### src/hdl/dsv_pkg.sv
// Shared constants, types and calendar helpers for the date string validator.
`default_nettype none
package dsv_pkg;

  localparam int CHAR_W  = 8;
  localparam int DAY_W   = 7;
  localparam int MONTH_W = 7;
  localparam int YACC_W  = 14;
  localparam int YEAR_W  = 15;
  localparam int FIELD_W = 2;
  localparam int DCNT_W  = 3;
  localparam int MLEN_W  = 5;

  localparam logic [CHAR_W-1:0] SLASH_CODE = 8'h2F;
  localparam logic [CHAR_W-1:0] ZERO_CODE  = 8'h30;
  localparam logic [CHAR_W-1:0] NINE_CODE  = 8'h39;

  localparam logic [YACC_W-1:0] YEAR_BASE_RESET = 14'd2000;

  localparam logic [FIELD_W-1:0] FIELD_DAY   = 2'd0;
  localparam logic [FIELD_W-1:0] FIELD_MONTH = 2'd1;
  localparam logic [FIELD_W-1:0] FIELD_YEAR  = 2'd2;

  localparam logic [DCNT_W-1:0] DAY_DIGITS   = 3'd2;
  localparam logic [DCNT_W-1:0] MONTH_DIGITS = 3'd2;
  localparam logic [DCNT_W-1:0] YEAR_DIGITS  = 3'd4;

  // n divisible by 25 iff (n * inv(25) mod 2^15) <= floor((2^15 - 1) / 25)
  localparam logic [YEAR_W-1:0] INV25       = 15'd23593;
  localparam logic [YEAR_W-1:0] DIV25_LIMIT = 15'd1310;

  typedef struct packed {
    logic [DAY_W-1:0]   day;
    logic [MONTH_W-1:0] month;
    logic [YACC_W-1:0]  year_raw;
    logic               fmt_ok;
  } parse_res_t;

  function automatic logic [MLEN_W-1:0] month_length(input logic [MONTH_W-1:0] month,
                                                     input logic leap);
    logic [MLEN_W-1:0] len;
    unique case (month)
      7'd2:                                 len = leap ? 5'd29 : 5'd28;
      7'd4, 7'd6, 7'd9, 7'd11:              len = 5'd30;
      7'd1, 7'd3, 7'd5, 7'd7, 7'd8, 7'd10,
      7'd12:                                len = 5'd31;
      default:                              len = 5'd0;
    endcase
    return len;
  endfunction

endpackage
`default_nettype wire

### src/hdl/dsv_char_if.sv
// Character stream channel: one text character per transaction.
`default_nettype none
interface dsv_char_if;
  import dsv_pkg::*;

  logic              valid;
  logic              ready;
  logic [CHAR_W-1:0] char_code;
  logic              is_last;

  modport source (output valid, output char_code, output is_last, input ready);
  modport sink   (input valid, input char_code, input is_last, output ready);
endinterface
`default_nettype wire

### src/hdl/dsv_date_if.sv
// Result channel: validity flag and parsed date fields per transaction.
`default_nettype none
interface dsv_date_if;
  import dsv_pkg::*;

  logic               valid;
  logic               ready;
  logic               date_valid;
  logic [DAY_W-1:0]   day_value;
  logic [MONTH_W-1:0] month_value;
  logic [YEAR_W-1:0]  year_value;

  modport source (output valid, output date_valid, output day_value, output month_value,
                  output year_value, input ready);
  modport sink   (input valid, input date_valid, input day_value, input month_value,
                  input year_value, output ready);
endinterface
`default_nettype wire

### src/hdl/dsv_parser.sv
// Character parser: accumulates day, month and year fields and tracks format errors.
`default_nettype none
module dsv_parser (
  input  wire logic                      clk,
  input  wire logic                      rst_n,
  input  wire logic                      take,
  input  wire logic [dsv_pkg::CHAR_W-1:0] char_code,
  input  wire logic                      is_last,
  output dsv_pkg::parse_res_t            res
);
  import dsv_pkg::*;

  logic [FIELD_W-1:0] field_r, field_nxt;
  logic [DAY_W-1:0]   day_r, day_nxt;
  logic [MONTH_W-1:0] month_r, month_nxt;
  logic [YACC_W-1:0]  year_r, year_nxt;
  logic [DCNT_W-1:0]  dcnt_r, dcnt_nxt;
  logic               err_r, err_nxt;

  logic               is_slash;
  logic               is_digit;
  logic [3:0]         digit;
  logic [DCNT_W-1:0]  limit;

  assign is_slash = (char_code == SLASH_CODE);
  assign is_digit = (char_code >= ZERO_CODE) && (char_code <= NINE_CODE);
  assign digit    = char_code[3:0];
  assign limit    = (field_r == FIELD_YEAR) ? YEAR_DIGITS :
                    (field_r == FIELD_MONTH) ? MONTH_DIGITS : DAY_DIGITS;

  always_comb begin
    field_nxt = field_r;
    day_nxt   = day_r;
    month_nxt = month_r;
    year_nxt  = year_r;
    dcnt_nxt  = dcnt_r;
    err_nxt   = err_r;
    if (is_slash) begin
      if (field_r >= FIELD_YEAR) begin
        err_nxt = 1'b1;
      end else begin
        if (dcnt_r == '0) begin
          err_nxt = 1'b1;
        end
        field_nxt = field_r + FIELD_W'(1);
        dcnt_nxt  = '0;
      end
    end else if (is_digit) begin
      if (field_r > FIELD_YEAR || dcnt_r >= limit) begin
        err_nxt = 1'b1;
      end else begin
        dcnt_nxt = dcnt_r + DCNT_W'(1);
        priority if (field_r == FIELD_DAY) begin
          day_nxt = {day_r[DAY_W-4:0], 3'b000} + {day_r[DAY_W-2:0], 1'b0}
                    + DAY_W'(digit);
        end else if (field_r == FIELD_MONTH) begin
          month_nxt = {month_r[MONTH_W-4:0], 3'b000} + {month_r[MONTH_W-2:0], 1'b0}
                      + MONTH_W'(digit);
        end else begin
          year_nxt = {year_r[YACC_W-4:0], 3'b000} + {year_r[YACC_W-2:0], 1'b0}
                     + YACC_W'(digit);
        end
      end
    end else begin
      err_nxt = 1'b1;
    end
  end

  always_ff @(posedge clk) begin
    if (!rst_n || (take && is_last)) begin
      field_r <= FIELD_DAY;
      day_r   <= '0;
      month_r <= '0;
      year_r  <= '0;
      dcnt_r  <= '0;
      err_r   <= 1'b0;
    end else if (take) begin
      field_r <= field_nxt;
      day_r   <= day_nxt;
      month_r <= month_nxt;
      year_r  <= year_nxt;
      dcnt_r  <= dcnt_nxt;
      err_r   <= err_nxt;
    end
  end

  assign res.day      = day_nxt;
  assign res.month    = month_nxt;
  assign res.year_raw = year_nxt;
  assign res.fmt_ok   = !err_nxt && (field_nxt == FIELD_YEAR) && (dcnt_nxt != '0);

endmodule
`default_nettype wire

### src/hdl/date_string_validator.sv
// Date string validator top level: dd/mm/yyyy text in, Gregorian validity and fields out.
// Takes one character per cycle while in_ch.ready is high; the result for a text leaves
// the output register after its last character's transaction has passed the parse snapshot,
// year adjust and calendar check stages. Throughput is one character per cycle while out_date drains.
// Synchronous active-low reset clears the parse state, the pipeline and sets base_r to 2000.
`default_nettype none
module date_string_validator (
  input  wire logic                        clk,
  input  wire logic                        rst_n,
  input  wire logic                        cfg_we,
  input  wire logic [dsv_pkg::YACC_W-1:0]  cfg_wdata,
  dsv_char_if.sink                         in_ch,
  dsv_date_if.source                       out_date
);
  import dsv_pkg::*;

  logic [YACC_W-1:0]  base_r;

  parse_res_t         pres;
  logic               take;

  logic               s1_v_r;
  parse_res_t         s1_r;

  logic               s2_v_r;
  logic [DAY_W-1:0]   s2_day_r;
  logic [MONTH_W-1:0] s2_month_r;
  logic [YEAR_W-1:0]  s2_year_r;
  logic               s2_ok_r;
  logic [YEAR_W-1:0]  year_adj;

  logic               out_v_r;
  logic               out_ok_r;
  logic [DAY_W-1:0]   out_day_r;
  logic [MONTH_W-1:0] out_month_r;
  logic [YEAR_W-1:0]  out_year_r;

  logic               out_load;
  logic               s2_free;
  logic               s1_free;

  logic [YEAR_W-1:0]  yprod;
  logic               div4, div16, div25, leap;
  logic [MLEN_W-1:0]  mlen;
  logic               date_ok;

  assign out_load    = !out_v_r || out_date.ready;
  assign s2_free     = !s2_v_r || out_load;
  assign s1_free     = !s1_v_r || s2_free;
  assign in_ch.ready = s1_free;
  assign take        = in_ch.valid && in_ch.ready;

  always_ff @(posedge clk) begin
    if (!rst_n) begin
      base_r <= YEAR_BASE_RESET;
    end else if (cfg_we) begin
      base_r <= cfg_wdata;
    end
  end

  dsv_parser u_parser (
    .clk       (clk),
    .rst_n     (rst_n),
    .take      (take),
    .char_code (in_ch.char_code),
    .is_last   (in_ch.is_last),
    .res       (pres)
  );

  always_ff @(posedge clk) begin
    if (!rst_n) begin
      s1_v_r <= 1'b0;
    end else if (s1_free) begin
      s1_v_r <= take && in_ch.is_last;
    end
  end

  always_ff @(posedge clk) begin
    if (s1_free && take && in_ch.is_last) begin
      s1_r <= pres;
    end
  end

  assign year_adj = (s1_r.year_raw < base_r) ?
                    ({1'b0, s1_r.year_raw} + {1'b0, base_r}) : {1'b0, s1_r.year_raw};

  always_ff @(posedge clk) begin
    if (!rst_n) begin
      s2_v_r <= 1'b0;
    end else if (s2_free) begin
      s2_v_r <= s1_v_r;
    end
  end

  always_ff @(posedge clk) begin
    if (s2_free && s1_v_r) begin
      s2_day_r   <= s1_r.day;
      s2_month_r <= s1_r.month;
      s2_year_r  <= year_adj;
      s2_ok_r    <= s1_r.fmt_ok;
    end
  end

  assign yprod   = s2_year_r * INV25;
  assign div4    = (s2_year_r[1:0] == 2'b00);
  assign div16   = (s2_year_r[3:0] == 4'b0000);
  assign div25   = (yprod <= DIV25_LIMIT);
  assign leap    = div4 && (!div25 || div16);
  assign mlen    = month_length(s2_month_r, leap);
  assign date_ok = s2_ok_r && (mlen != '0) && (s2_day_r != '0)
                   && ({2'b00, mlen} >= s2_day_r);

  always_ff @(posedge clk) begin
    if (!rst_n) begin
      out_v_r <= 1'b0;
    end else if (out_load) begin
      out_v_r <= s2_v_r;
    end
  end

  always_ff @(posedge clk) begin
    if (out_load && s2_v_r) begin
      out_ok_r    <= date_ok;
      out_day_r   <= s2_day_r;
      out_month_r <= s2_month_r;
      out_year_r  <= s2_year_r;
    end
  end

  assign out_date.valid       = out_v_r;
  assign out_date.date_valid  = out_ok_r;
  assign out_date.day_value   = out_day_r;
  assign out_date.month_value = out_month_r;
  assign out_date.year_value  = out_year_r;

  a_last_fills_s1: assert property (@(posedge clk) disable iff (!rst_n)
    take && in_ch.is_last |=> s1_v_r)
    else $error("last character transaction did not reach snapshot stage");

  a_valid_fields: assert property (@(posedge clk) disable iff (!rst_n)
    out_v_r && out_ok_r |-> out_day_r != '0 && out_month_r != '0 && out_month_r <= 7'd12)
    else $error("valid date with out-of-range day or month");

  a_feb29_leap: assert property (@(posedge clk) disable iff (!rst_n)
    out_v_r && out_ok_r && out_month_r == 7'd2 && out_day_r == 7'd29
    |-> out_year_r[1:0] == 2'b00)
    else $error("February 29 accepted in a year not divisible by 4");

  a_s2_held: assert property (@(posedge clk) disable iff (!rst_n)
    s2_v_r && !out_load |=> s2_v_r && $stable(s2_year_r))
    else $error("stalled calendar stage lost its transaction");

endmodule
`default_nettype wire
### src/flat_wrapper.sv
// flat-port wrapper written by rule: the top's interface ports become plain ports
module date_string_validator_flat import dsv_pkg::*;
  (clk, rst_n, cfg_we, cfg_wdata, in_ch_valid, in_ch_char_code, in_ch_is_last, in_ch_ready, out_date_valid, out_date_date_valid, out_date_day_value, out_date_month_value, out_date_year_value, out_date_ready);
  dsv_char_if in_ch_i ();
  dsv_date_if out_date_i ();
  input  wire logic clk;
  input  wire logic rst_n;
  input  wire logic cfg_we;
  input  wire logic [dsv_pkg::YACC_W-1:0] cfg_wdata;
  input wire logic [$bits(in_ch_i.valid)-1:0] in_ch_valid;
  input wire logic [$bits(in_ch_i.char_code)-1:0] in_ch_char_code;
  input wire logic [$bits(in_ch_i.is_last)-1:0] in_ch_is_last;
  output wire logic [$bits(in_ch_i.ready)-1:0] in_ch_ready;
  output wire logic [$bits(out_date_i.valid)-1:0] out_date_valid;
  output wire logic [$bits(out_date_i.date_valid)-1:0] out_date_date_valid;
  output wire logic [$bits(out_date_i.day_value)-1:0] out_date_day_value;
  output wire logic [$bits(out_date_i.month_value)-1:0] out_date_month_value;
  output wire logic [$bits(out_date_i.year_value)-1:0] out_date_year_value;
  input wire logic [$bits(out_date_i.ready)-1:0] out_date_ready;
  assign in_ch_i.valid = in_ch_valid;
  assign in_ch_i.char_code = in_ch_char_code;
  assign in_ch_i.is_last = in_ch_is_last;
  assign in_ch_ready = in_ch_i.ready;
  assign out_date_valid = out_date_i.valid;
  assign out_date_date_valid = out_date_i.date_valid;
  assign out_date_day_value = out_date_i.day_value;
  assign out_date_month_value = out_date_i.month_value;
  assign out_date_year_value = out_date_i.year_value;
  assign out_date_i.ready = out_date_ready;
  date_string_validator u_core (.clk(clk), .rst_n(rst_n), .cfg_we(cfg_we), .cfg_wdata(cfg_wdata), .in_ch(in_ch_i), .out_date(out_date_i));
endmodule
### config.mk
export PLATFORM = sky130hd
export DESIGN_NAME = date_string_validator_flat
export DESIGN_NICKNAME = d
export VERILOG_FILES = /design/src/hdl/dsv_pkg.sv /design/src/hdl/dsv_char_if.sv /design/src/hdl/dsv_date_if.sv /design/src/hdl/dsv_parser.sv /design/src/hdl/date_string_validator.sv /design/src/flat_wrapper.sv
export SDC_FILE = /design/constraint.sdc
export NUM_CORES = 1
export LEC_CHECK = 0
export BUFFER_PORTS_ARGS = -buffer_cell sky130_fd_sc_hd__buf_2
export CELL_PAD_IN_SITES_DETAIL_PLACEMENT = 1
export CELL_PAD_IN_SITES_GLOBAL_PLACEMENT = 1
export CORE_MARGIN = 2
export CORE_UTILIZATION = 35
export CTS_CLUSTER_SIZE = 12
export DETAILED_ROUTE_END_ITERATION = 10
export HOLD_SLACK_MARGIN = 0.12
export PLACE_DENSITY_LB_ADDON = 0.1
export SLEW_MARGIN = 20
export SYNTH_ARGS = -nofsm -noshare
export SYNTH_HDL_FRONTEND = slang
export SYNTH_HIERARCHICAL = 1
export SYNTH_SLANG_ARGS = --single-unit
### constraint.sdc
create_clock -name clk -period 6.8 [get_ports clk]
set_clock_uncertainty 0.15 [all_clocks]
set_input_delay 0.68 -clock clk [delete_from_list [all_inputs] [get_ports clk]]
set_output_delay 0.68 -clock clk [all_outputs]
set_load 0.02 [all_outputs]
-- Word-level counts from Yosys, hierarchy flattened
Index checks and enable logic that the tools add are counted.
- input bits: 28
- output and inout port bits: 32
- logic and storage cells: 120
- register bits after elaboration: 140
- muxes and demuxes: 29
- add/sub/neg operators: 9
- multiply operators: 1
- reduce and logical (&&, ||, !) cells: 34
- equal/unequal tests: 16
- magnitude comparators: 8
- operators with widths (operator ; number):
    14-bit 2-to-1 mux ; 6
    7-bit 2-to-1 mux ; 9
    7-bit by 4-bit equality test with 1-bit output (second input constant) ; 5
    7-bit by 3-bit equality test with 1-bit output (second input constant) ; 4
    14-bit by 14-bit adder with 15-bit output ; 1
    15-bit by 11-bit less-or-equal comparator with 1-bit output (second input constant) ; 1
    15-bit by 15-bit multiplier with 15-bit output (second input constant) ; 1
    3-bit 2-to-1 mux ; 5
    5-bit one-hot mux with 3 select lines ; 1
    14-bit adder ; 1
    14-bit by 4-bit adder with 14-bit output ; 1
    7-bit by 4-bit adder with 7-bit output ; 2
    7-bit adder ; 2
    7-bit by 2-bit equality test with 1-bit output (second input constant) ; 2
    14-bit < comparator ; 1
    1-bit logical AND ; 13
    8-bit by 6-bit equality test with 1-bit output (second input constant) ; 1
    8-bit by 6-bit >= comparator with 1-bit output (second input constant) ; 1
    8-bit by 6-bit less-or-equal comparator with 1-bit output (second input constant) ; 1
    7-bit by 1-bit equality test with 1-bit output (second input constant) ; 1
    5-bit by 7-bit >= comparator with 1-bit output ; 1
    7-bit nonzero test ; 1
    7-bit OR reduction ; 1
    1-bit zero test ; 6
    16 further kinds ; 29

-- Longest topological paths before layout
- depth in word-level cells: 11
- gate-level depth with buffers: 24
- gate-level depth less buffers: 24

-- Modules after synthesis
The synthesis kept the hierarchy.
- modules (own cells, without submodules) (module ; instances ; cells an instance ; area an instance (um^2)):
    date_string_validator ; 1 ; 498 ; 6052.1
    dsv_parser ; 1 ; 356 ; 3055.4

-- Worst setup path after synthesis
Ideal clock, no wire load.
- path type: register -> register
- from: reg u_core.s2_year_r[2]
- to: reg u_core.out_ok_r (netlist: u_core/out_date.date_valid) (data pin)
- buffers on the path: 0
- arrival: 5.124 ns
- stages on the path, launching flop included: 24
- setup slack: 1.272 ns
- period minus slack after synthesis: 5.528 ns
- cells stage by stage: edfxtp_1 > inv_1 > ha_1 > ha_1 > inv_1 > fa_1 > inv_1 > fa_1 > fa_1 > ha_1 > ha_1 > nor2_1 > xnor2_1 > xnor2_1 > xnor2_1 > xnor2_1 > a31o_2 > ha_1 > nand2b_1 > a21o_1 > a21o_1 > a21o_1 > a21oi_1 > nor2_1
- longest elaborated chain between the ends: 11
- elaborated cells on any way between the ends: 13
- those cells by class: 1 x mul; 2 x order compare; 2 x mux; 8 x reduce/logical
- ends and longest elaborated chain (element ; RTL line ; RTL):
    from (decl) ; date_string_validator.sv:28 ; logic [YEAR_W-1:0] s2_year_r;
    from (signal assigned) ; date_string_validator.sv:99 ; s2_year_r <= year_adj;
    15-bit by 15-bit multiplier with 15-bit output ; date_string_validator.sv:104 ; assign yprod = s2_year_r * INV25;
    15-bit by 11-bit less-or-equal comparator with 1-bit output ; date_string_validator.sv:107 ; assign div25 = (yprod <= DIV25_LIMIT);
    1-bit zero test ; date_string_validator.sv:108 ; assign leap = div4 && (!div25 || div16);
    1-bit logical OR (*) ; date_string_validator.sv:108 ;
    1-bit logical AND (*) ; date_string_validator.sv:108 ;
    1-bit 2-to-1 mux (*) ; dsv_pkg.sv:43 ; 7'd2: len = leap ? 5'd29 : 5'd28;
    5-bit one-hot mux with 3 select lines (*) ; dsv_pkg.sv:42 ; unique case (month)
    branches (longest 3 deep; another with 5-bit by 7-bit >= comparator with 1-bit output) ; -- ;
    1-bit logical AND (*) ; date_string_validator.sv:111 ; && ({2'b00, mlen} >= s2_day_r);
    net u_core.date_ok ; date_string_validator.sv:45 ; logic date_ok;
    to (signal assigned) ; date_string_validator.sv:123 ; out_ok_r <= date_ok;
    to (decl) ; date_string_validator.sv:33 ; logic out_ok_r;
Mark *: on every way through the listed nets, which the timed path passes.
A chain may end at the register's enable or synchronous reset.

-- Worst setup path in the final report
Same ends and word-level chain as after synthesis.

==> impl_metrics.yaml <==
route:
  antenna_left: 0
  wl_met3_um: 461
  drt-total-wl_um: 20100
  viasPerCell: 4.90
  top_layer_used: "met4"
  drt_pass1_iterations: 4
  drc: 0
  wire_per_inst_um: 15.8
  vias: 6208
  wl_met1_um: 10200
  wl_met2_um: 9170
  drtIter0Drc: 205
global_routing:
  grtUsageTotal_pct: 15.7
  grt_start_max_net_pins: 32
  grt_pass1_wl_um: 33300
  antenna_found_initial: 0
  gr-total-overflow: 0
  grt_pass1_vias: 6341
setup_path:
  end_kind: "flop"
  r2r_slack_ns: 0.96
  required_ns: 6.84
  startpoint_type: "flop"
  arrival_ns: 5.87
  crit_type: "reg -> reg"
  critPathMaxFanout: 7
worst_hold_path:
  hold_path_class: "reg -> reg"
placed_design:
  place.gp.congestion: 0.740
  dp_cells: 1235
  hpwl_um: 15800
  postPlaceCellArea_um2: 9800
  port_buffers: 59
  dp_slack_ns: 0.916
sta:
  fmax_mhz: 171
  period_share_pct: 85.8
  fin_crit_ns: 5.84
  relSlewSlack_pct: 26.7
  final_hold_viol_count: 0
  finalMaxSlewViolations: 0
  rsz0062_at_grt: "false"
  holdWs_ns: 0.270
  fin_tns_setup_ns: 0
  timing.final.ws_setup_ns: 0.965
  worst_slew_pin_slew_ns: 1.09
  finalSetupViolations: 0
floorplanning:
  io_pins: 60
  core_area_um2: 25800
  fp.dieW_um: 165
  die_height_um: 165
  die_area_um2: 27300
  initial_core_util_pct: 35.2
  rows: 59
synthesis:
  syn-num-nets: 1037
  netlist_instances: 854
  synth_area_um2: 9110
  ys_top_cells_by_area: "edfxtp_1 29%, ha_1 18%, dfxtp_1 11%"
  syn_area_per_cell_um2: 10.7
  ys_seq_area_share_pct: 40.6
  synth_top_cell_by_area: "edfxtp_1"
  synth_cell_type_count: 75
  synth_edf_count: 89
  yosys_warnings: 6
  ys.flop_type: "edfxtp_1"
  ys_top_cells_by_count: "134 x ha_1, 91 x inv_1, 89 x edfxtp_1"
  synthArstFlopShare_pct: 0
  synth_top_area_share_pct: 29.3
  synth-seq-cells: 140
  synth.most_common_cell: "ha_1"
cells_and_area:
  fin_nets: 1102
  fin_cells: 1267
  final_area_um2: 10400
  post-route-util_pct: 40.1
  syn_to_final_growth_pct: 13.9
  num_antenna_cells: 0
  drive_above_1_share_pct: 13.8
cts:
  cts_resized: 0
  clock-sinks: 140
  insertion_delay_ns: 0.43
  cts_root_buffer: "clkbuf_16"
  hold_buffers: 0
  post_cts_buffers: 0
  ctsLongestPathBuffers: 2
  htree_num_levels: 4
  cts_made_buffers: 17
  cts_tree: "built"
  clkSlewWorstSetupHoldPaths_ns: 0.07
power:
  p_leak_nw: 4.64
  finalPower_mw: 2.31
  power_frac_seq_pct: 41.1
  pwr-share-clk_pct: 39.7
  p_switching_mw: 0.669
  p_sw_share_pct: 28.9
  ir_drop_uv: 124
  power_density_nw_per_um2: 223
  p_int_mw: 1.64
  comb_power_share_pct: 19.2
flow_run:
  drv_cap: 0
run_status:
  status: "finished, final reports clean"
routing by layer:
metal	vias up	track usage, %
li1	3152	-
met1	2979	21.9
met2	61	25.2
met3	16	2.62
met4	0	4.00
met5	-	0
cell families after synthesis:
family / count (synthesis) / share of synthesized area (%)
AND/OR/NAND/NOR: 207 / 11.6
AO/OA/AOI/OAI: 161 / 11.5
XOR/XNOR: 45 / 4.33
buffers and inverters: 110 / 4.73
adder cells (fa/ha/maj): 155 / 23.0
multiplexers: 36 / 4.19
flip-flops: 140 / 40.6
registers in the layout, indices dropped and copies added (netlist names), 3 cells and up:
signal and flops:
u_core/s1_r 29, u_core/u_parser/dcnt_r 3, u_core/out_date.year_value 15, u_core/s2_year_r 15
u_core/s2_day_r 7, u_core/u_parser/day_r 7, u_core/out_date.day_value 7, u_core/base_r 14
u_core/u_parser/month_r 7, u_core/u_parser/year_r 14, u_core/s2_month_r 7, u_core/out_date.month_value 7
area by class of cell:
cell class | count | area (µm²)
Timing Repair Buffer | 64 | 333
Multi-Input combinational cell | 604 | 5000
Sequential cell | 140 | 3690
Tap cell | 335 | 419
Clock inverter | 15 | 151
Fill cell | 2906 | 15500
Clock buffer | 17 | 425
Inverter | 92 | 345
cells in the final DEF (no fill, tap or decap), types with 6 or more instances in the layout:
master       n
fa_1        21
a211oi_1     8
o211ai_1     9
nand2_1     76
xor2_1       7
mux2i_1     22
nor2b_1     13
edfxtp_1    89
inv_1       91
dfxtp_1     51
inv_6        7
nor2_1      51
nand4_1      6
o21ai_0     26
clkbuf_16   17
ha_1       134
o22ai_1      9
a21o_1      18
buf_2       59
nand3_1      7
mux2_2       9
nor3_1      12
xnor2_1     38
a21oi_1     48
o21a_1       9
worst paths after layout:
path	start	endpoint	depth (start not counted)
max	u_core/s2_year_r[2]	u_core/out_date.date_valid	23
max reg2reg	u_core/s2_year_r[2]	u_core/out_date.date_valid	23
min reg2reg	u_core/s1_r[18]	u_core/s2_month_r[3]	0
min	u_core/s1_r[18]	u_core/s2_month_r[3]	0
power by group through the flow:
stage	combinational [mW]	clock (mW)	sequential [mW]
CTS	0.456	0.943	0.950
global placement	0.448	0	0.968
detailed placement	0.453	0	0.969
floorplan	0.343	0	0.965
global route	0.518	0.976	0.953
finish	0.444	0.918	0.950
worst max-delay path, cell delays in order, from the launching register on:
cell      delay, ns
edfxtp_1       0.48
inv_1          0.08
ha_1           0.30
ha_1           0.28
inv_1          0.05
fa_1           0.54
inv_1          0.06
fa_1           0.50
fa_1           0.50
ha_1           0.30
ha_1           0.34
nor2_1         0.13
xnor2_1        0.15
xnor2_1        0.16
xnor2_1        0.11
xnor2_1        0.14
a31o_2         0.24
ha_1           0.25
nand2b_1       0.14
a21o_1         0.17
a21o_1         0.17
a21o_1         0.17
a21oi_1        0.14
nor2_1         0.05
Power figures use the tool's default switching activity.
